File: config.mk
export PLATFORM = sky130hd
export DESIGN_NAME = pba_ctrl
export DESIGN_NICKNAME = d
export VERILOG_FILES = /design/src/rtl/pba_pkg.sv /design/src/rtl/pba_ctrl.sv
export SDC_FILE = /design/constraint.sdc
export NUM_CORES = 1
export LEC_CHECK = 0
export BUFFER_PORTS_ARGS = -buffer_cell sky130_fd_sc_hd__buf_4
export CORE_UTILIZATION = 40
export CTS_CLUSTER_SIZE = 28
export DETAILED_ROUTE_END_ITERATION = 10
export SLEW_MARGIN = 0
export SYNTH_ARGS = -nofsm -noshare
export SYNTH_HDL_FRONTEND = slang
export SYNTH_SLANG_ARGS = --single-unit
File: constraint.sdc
create_clock -name clk_i -period 5.19 [get_ports clk_i]
set_input_delay 0.7785 -clock clk_i [delete_from_list [all_inputs] [get_ports clk_i]]
set_output_delay 0.7785 -clock clk_i [all_outputs]
set_load 0.01 [all_outputs]
File: src/rtl/pba_pkg.sv
`timescale 1ns / 1ps

package pba_pkg;

  localparam int WORD_BITS = 32;
  localparam int BIT_W     = 5;
  localparam int PAGE_W    = 15;
  localparam int OP_W      = 2;
  localparam int STATUS_W  = 2;

  typedef logic [WORD_BITS-1:0] word_t;
  typedef logic [BIT_W-1:0]     bit_idx_t;
  typedef logic [PAGE_W-1:0]    page_t;
  typedef logic [OP_W-1:0]      op_t;
  typedef logic [STATUS_W-1:0]  status_t;

  localparam word_t FULL_WORD = 32'hFFFF_FFFF;

  localparam op_t OP_ALLOC     = 2'd0;
  localparam op_t OP_FREE      = 2'd1;
  localparam op_t OP_MARK_FREE = 2'd2;
  localparam op_t OP_MARK_USED = 2'd3;

  localparam status_t ST_OK       = 2'd0;
  localparam status_t ST_NO_FREE  = 2'd1;
  localparam status_t ST_NOT_USED = 2'd2;

  // Index of the lowest clear bit; a full word gives the top bit.
  function automatic bit_idx_t lowest_clear_bit(word_t w);
    bit_idx_t b;
    b = bit_idx_t'(WORD_BITS - 1);
    for (int i = WORD_BITS - 1; i >= 0; i--) begin
      if (!w[i]) begin
        b = bit_idx_t'(i);
      end
    end
    return b;
  endfunction

endpackage

File: src/rtl/pba_ctrl.sv
`timescale 1ns / 1ps

module pba_ctrl #(
  parameter int MAP_WORDS = 1024,
  parameter int AW        = 10
) (
  input  logic                clk_i,
  input  logic                rst_ni,
  input  logic                en_i,
  input  logic                start_i,
  input  pba_pkg::op_t        op_i,
  input  pba_pkg::page_t      page_index_i,
  output logic                busy_o,
  output logic                rd_en_o,
  output logic [AW-1:0]       rd_addr_o,
  input  pba_pkg::word_t      rd_data_i,
  output logic                wr_en_o,
  output logic [AW-1:0]       wr_addr_o,
  output pba_pkg::word_t      wr_data_o,
  output logic                done_o,
  output pba_pkg::page_t      page_index_res_o,
  output pba_pkg::status_t    status_o
);

  typedef enum logic {
    S_IDLE,
    S_EVAL
  } state_e;

  localparam logic [AW-1:0] LAST_ADDR = AW'(MAP_WORDS - 1);

  state_e             state_q;
  pba_pkg::op_t       op_q;
  pba_pkg::page_t     page_q;
  logic [AW-1:0]      addr_q;
  logic [AW-1:0]      cnt_q;
  logic [AW-1:0]      hint_q;
  logic               done_q;
  pba_pkg::page_t     res_page_q;
  pba_pkg::status_t   status_q;

  logic [AW-1:0]      word_in;
  logic [AW-1:0]      addr_next;
  logic               in_map;
  logic               found;
  logic               last;
  logic               target_set;
  pba_pkg::bit_idx_t  lcb;
  pba_pkg::word_t     bit_mask;
  logic               accept;

  assign word_in    = AW'(page_index_i >> pba_pkg::BIT_W);
  assign addr_next  = (addr_q == LAST_ADDR) ? '0 : addr_q + 1'b1;
  assign in_map     = 32'(page_q >> pba_pkg::BIT_W) < 32'(MAP_WORDS);
  assign found      = rd_data_i != pba_pkg::FULL_WORD;
  assign last       = cnt_q == LAST_ADDR;
  assign lcb        = pba_pkg::lowest_clear_bit(rd_data_i);
  assign bit_mask   = pba_pkg::word_t'(1) << page_q[pba_pkg::BIT_W-1:0];
  assign target_set = in_map && ((rd_data_i & bit_mask) != '0);
  assign accept     = (state_q == S_IDLE) && start_i && en_i;
  assign busy_o     = state_q != S_IDLE;

  always_comb begin
    rd_en_o   = 1'b0;
    rd_addr_o = addr_next;
    if (state_q == S_IDLE) begin
      rd_en_o   = accept;
      rd_addr_o = (op_i == pba_pkg::OP_ALLOC) ? hint_q : word_in;
    end else if (op_q == pba_pkg::OP_ALLOC) begin
      rd_en_o = !found && !last;
    end
  end

  always_comb begin
    wr_en_o   = 1'b0;
    wr_addr_o = addr_q;
    wr_data_o = rd_data_i;
    if (state_q == S_EVAL) begin
      case (op_q)
        pba_pkg::OP_ALLOC: begin
          wr_en_o   = found;
          wr_data_o = rd_data_i | (pba_pkg::word_t'(1) << lcb);
        end
        pba_pkg::OP_FREE: begin
          wr_en_o   = target_set;
          wr_data_o = rd_data_i & ~bit_mask;
        end
        pba_pkg::OP_MARK_FREE: begin
          wr_en_o   = in_map;
          wr_data_o = rd_data_i & ~bit_mask;
        end
        default: begin
          wr_en_o   = in_map;
          wr_data_o = rd_data_i | bit_mask;
        end
      endcase
    end
  end

  always_ff @(posedge clk_i or negedge rst_ni) begin
    if (!rst_ni) begin
      state_q    <= S_IDLE;
      hint_q     <= '0;
      done_q     <= 1'b0;
      op_q       <= pba_pkg::OP_ALLOC;
      page_q     <= '0;
      addr_q     <= '0;
      cnt_q      <= '0;
      res_page_q <= '0;
      status_q   <= pba_pkg::ST_OK;
    end else begin
      done_q <= 1'b0;
      case (state_q)
        S_IDLE: begin
          if (accept) begin
            op_q    <= op_i;
            page_q  <= page_index_i;
            addr_q  <= rd_addr_o;
            cnt_q   <= '0;
            state_q <= S_EVAL;
          end
        end
        S_EVAL: begin
          res_page_q <= '0;
          status_q   <= pba_pkg::ST_OK;
          case (op_q)
            pba_pkg::OP_ALLOC: begin
              if (found) begin
                hint_q     <= addr_q;
                res_page_q <= pba_pkg::page_t'({addr_q, lcb});
                done_q     <= 1'b1;
                state_q    <= S_IDLE;
              end else if (last) begin
                status_q <= pba_pkg::ST_NO_FREE;
                done_q   <= 1'b1;
                state_q  <= S_IDLE;
              end else begin
                addr_q <= addr_next;
                cnt_q  <= cnt_q + 1'b1;
              end
            end
            pba_pkg::OP_FREE: begin
              if (target_set) begin
                if (addr_q < hint_q) begin
                  hint_q <= addr_q;
                end
              end else begin
                status_q <= pba_pkg::ST_NOT_USED;
              end
              done_q  <= 1'b1;
              state_q <= S_IDLE;
            end
            default: begin
              done_q  <= 1'b1;
              state_q <= S_IDLE;
            end
          endcase
        end
        default: begin
          state_q <= S_IDLE;
        end
      endcase
    end
  end

  assign done_o           = done_q;
  assign page_index_res_o = res_page_q;
  assign status_o         = status_q;

endmodule

* Yosys cells after proc, flatten, opt, wreduce, memory -nomap -nowiden *
Cells that the tools add are included.
W data, S select, Z words.

operators by class
  order comparisons = 2
  add/subtract/negate cells = 2
  equality and inequality tests = 12
  multiplexer cells = 69
  shift-type cells = 2
  reductions and logical operators = 14
  bitwise operators = 6

operators by type and width
  cell                     count
  $mux W10                 14
  $mux W5                  25
  $and A32 B32 Y32         2
  $or A32 B32 Y32          2
  $pmux W32 S2             1
  $shl A1 B5 Y32 const A   2
  $pmux W10 S2             3
  $mux W32                 1
  $ne A32 B32 Y1 const B   1
  $not A32 Y32             1
  $reduce_bool A32 Y1      1
  $mux W15                 2
  $add A10 B1 Y10 const B  2
  $eq A10 B10 Y1 const B   2
  $mux W1                  14
  $ne A2 B2 Y1 const B     6
  $lt A10 B11 Y1 const B   1
  $lt A10 B10 Y1           1
  $mux W3                  3
  $mux W2                  3
  $reduce_and A5 Y1        1
  $logic_and A1 B1 Y1      4
  $logic_not A2 Y1         2
  $pmux W1 S2              2
  10 further kinds         11

storage, ports and cells
  output and inout bits = 73
  logic and storage cells = 116
  register bits = 66
  input port bits = 53

* Logic depth before layout (Yosys ltp) *
  depth after elaboration = 35
  depth in mapped cells = 9

* Least setup slack after synthesis *
OpenSTA, ideal clock, no wires.

  path kind = input-to-output
  from = input rd_data_i[20]
  to = output wr_data_o[10]
  arrival = 2.610 ns
  setup slack = 1.801 ns
  buffers on the path = 1
  cell stages on the path = 8
  data required time = 4.411 ns
  cell sequence = buf_2 -> nand4_1 -> a31oi_1 -> o2111ai_1 -> a21oi_1 -> and2b_2 -> or3b_2 -> o21ai_0

on the way
  cells in the longest elaborated chain, start to end = 25

ends and longest elaborated chain
  element                 RTL line        RTL
  start: declaration      pba_ctrl.sv:16  input pba_pkg::word_t rd_data_i,
  $mux W5 (21 in series)  pba_pkg.sv:33   if (!w[i]) begin
  $shl A1 B5 Y32          pba_ctrl.sv:82  wr_data_o = rd_data_i | (pba_pkg::word_t'(1) << lcb);
  $or A32 B32 Y32         pba_ctrl.sv:82
  $pmux W32 S2            pba_ctrl.sv:79  case (op_q)
  $mux W32                pba_ctrl.sv:78  if (state_q == S_EVAL) begin
  end: declaration        pba_ctrl.sv:19  output pba_pkg::word_t wr_data_o,

No other way between the ends.

* Final worst setup path *
  from = input rd_data_i[29]
  to = output wr_data_o[29]

on the way
  cells in the longest elaborated chain, start to end = 34

ends and longest elaborated chain
  element                 RTL line
  $mux W2 (2 in series)   pba_pkg.sv:33
  $mux W3 (3 in series)   pba_pkg.sv:33
  $mux W5 (25 in series)  pba_pkg.sv:33
  $shl A1 B5 Y32          pba_ctrl.sv:82
  $or A32 B32 Y32         pba_ctrl.sv:82
  $pmux W32 S2            pba_ctrl.sv:79
  $mux W32 (*)            pba_ctrl.sv:78

Mark *: on every way between the ends. The rest lies on a longest branch, timed or not.

==> out/metrics.yaml <==
synthesis:
  synth_most_common_cell: "nand2_1"
  synth_top_area_cell: "dfrtp_1"
  syn_inst: 609
  synth_seq_cells: 56
  syn-num-nets: 675
  synth_ff_type: "dfrtp_1"
  yosysSeqAreaShare_pct: 29.7
  netlist_area_sq_mm: 0.00472
  synthArstFlopShare_pct: 100
  yosys_warnings: 0
  yosys.area.top_type_share_pct: 29.7
  synthTopCellsByCount: "nand2_1, o21ai_0, dfrtp_1"
  synth_edf_count: 0
  yosysUniqueCellTypes: 61
  synth_area_leaders: "dfrtp_1, o21ai_0, nand2_1"
  syn_area_per_cell_sq_um: 7.75
worst_setup_path:
  path_max_fanout: 13
  rrSetupSlack_ns: 1.97
  r2r_start: "page_q[0]"
  crit_required_ns: 4.41
  r2r_cells: 7
  timing.rr.end: "hint_q[9]"
  endpoint_kind: "output pin"
  slowest_delay_ns: 0.99
  critPathArrivalTime_ns: 3.37
  start_kind: "primary input"
  cpMaxStageDelayCell: "o21ai_0"
  crit_type: "primary input to output pin"
  worst_path_most_repeated_cell: "buf_4"
  path_cells: "buf_4 -> nor2b_1 -> o2111ai_1 -> a41o_1 -> a21oi_1 -> o21ai_0 -> nand4b_1 -> a22oi_1 -> buf_4"
power:
  p_leak_nw: 2.53
  p_per_area_mw_per_mm2: 311
  peakVddDrop_mv: 0.300
  finalPower_mw: 1.83
floorplan:
  fp.dieW_um: 111
  core.rowCount: 39
  io_pins: 126
  fp.coreArea_sq_mm: 0.0115
  fp.dieH_um: 111
  dieArea_sq_mm: 0.0122
  initial_utilization_pct: 41.2
layout:
  syn2layout_area_growth_pct: 24.7
  fin_nets: 779
  seq_area_sq_mm: 0.00140
  stdcell_count: 857
  finalInstanceArea_sq_mm: 0.00588
  num_antenna_cells: 0
  fill_cells: 1105
  drive_gt1_share_pct: 24.6
  multiInputGateArea_sq_mm: 0.00304
sta:
  fin_tns_setup_ns: 0
  finalCritPeriodShare_pct: 80.0
  max_freq_mhz: 241
  hold_viol_final: 0
  fin_skew_ns: 0.00786
  finalSetupViolCount: 0
  slew_viol_final: 0
  maxSlewHeadroom_pct: 17.0
  worst_pin_slew_ns: 1.24
  post-route-min-period_ns: 4.15
  rsz0062_at_grt: "no"
clock_tree:
  cts_htree_levels: 2
  cts_root_buf: "clkbuf_16"
  cts_buffers: 5
  post_cts_buffers: 0
  hold_buffers: 0
  clk_pin_slew_worst_paths_ns: 0.08
  clk_latency_ns: 0.31
  cts_resized: 0
  clock-sinks: 56
  cts_tree: "built"
  clockBufferDepth: 2
route:
  wl_um: 19100
  wl_per_cell_um: 22.3
  dr.first_iter.drc_count: 597
  viasPerCell: 6.21
  drt.antenna.violating_nets: 0
  drc_errors: 0
  vias: 5323
  dr.pass1.iters: 6
grt:
  grt_pass1_wl_um: 29800
  antenna_found_initial: 1
  overflow: 0
  grt_use_total_pct: 31.3
  first_global_vias: 5030
  grt_max_degree: 68
flow_run:
  drv_cap: 0
outcome:
  outcome: "finished, final reports clean"
place:
  place_congestion: 0.953
  place_inst: 849
  dp_hpwl_um: 14600
  dpl_cell_area_sq_mm: 0.00573
  portBuffers: 125
worst_hold_path:
  hold_class: "primary input to async pin"
[logic make-up after synthesis]
| kind of cell | after synthesis | share of synthesized area, % |
|---|---|---|
| and+or+nand+nor | 243 | 26.8 |
| AOI/OAI and AO/OA | 177 | 23.3 |
| buffers and inverters | 71 | 6.07 |
| DFF | 56 | 29.7 |
| muxes | 35 | 8.09 |
| xor gates and xnor gates | 14 | 2.60 |
| adders and majority gates | 13 | 3.45 |
[routing by layer]
metal / track usage (%) / wire, um / vias to the layer above
li1: - / - / 2432
met1: 42.6 / 8130 / 2582
met2: 49.7 / 8770 / 265
met3: 5.71 / 1600 / 44
met4: 10.8 / 609 / 0
met5: 0 / 0 / -
[worst max path at each step]
stage / startpoint / endpoint / cells past startpoint / slack [ns]
floorplan: rd_data_i[20] / wr_data_o[10] / 8 / 1.80
global placement: rd_data_i[21] / wr_data_o[26] / 9 / 1.07
detailed placement: rd_data_i[21] / wr_data_o[26] / 9 / 1.10
CTS: rd_data_i[21] / wr_data_o[26] / 9 / 1.09
global route: rd_data_i[29] / wr_data_o[29] / 9 / 0.87
finish: rd_data_i[29] / wr_data_o[29] / 9 / 1.04
[stage by stage]
stage	setup slack (ns)	hold slack [ns]	util, %
global placement	1.07	0.502	50.0
global route	0.873	0.529	51.3
CTS	1.09	0.514	51.3
detailed placement	1.10	0.507	50.0
floorplan	1.80	0.478	-
finish	1.04	0.501	51.3
[flip-flops by register name, indices dropped and copies added, names as in the netlist]
register          cells
op_q                  2
done_o                1
hint_q               10
page_index_res_o     15
cnt_q                10
busy_o                1
status_o              2
wr_addr_o            10
page_q                5
[cells in the final DEF, fill, tap and decap left out, drive strengths merged, types with 6 or more instances in the layout]
cell	netlist	layout
mux2i	13	13
o21ai	65	65
buf	11	129
and3	6	6
a22oi	14	14
nand4	27	27
nand3	40	40
o22ai	17	17
xor2	9	9
nor2b	14	14
inv	39	40
nor2	36	36
and2	8	8
a21oi	39	39
ha	13	13
a31oi	6	6
nand2	70	70
nor3	6	6
mux2	22	22
nand2b	8	8
dfrtp	56	56
[report_power, final]
group,switching [mW],internal (mW),total [mW],leakage [nW]
sequential,0.165,0.531,0.696,0.726
clock,0.173,0.184,0.356,0.0719
combinational,0.418,0.362,0.779,1.73
[layout make-up]
class | count | share of cell area [%]
clock inverter | 3 | 0.468
multi-input combinational | 482 | 51.6
clock buffer | 5 | 2.13
tap | 143 | 3.04
sequential | 56 | 23.8
inverter | 39 | 2.49
timing repair buffer | 129 | 16.5
[critical path: cells and delay by family]
family | cells | cell delay, ns
AOI/OAI and AO/OA | 5 | 1.88
buffers and inverters | 2 | 0.32
and+or+nand+nor | 2 | 0.39
Note: power is estimated with default switching activity, not from simulation.
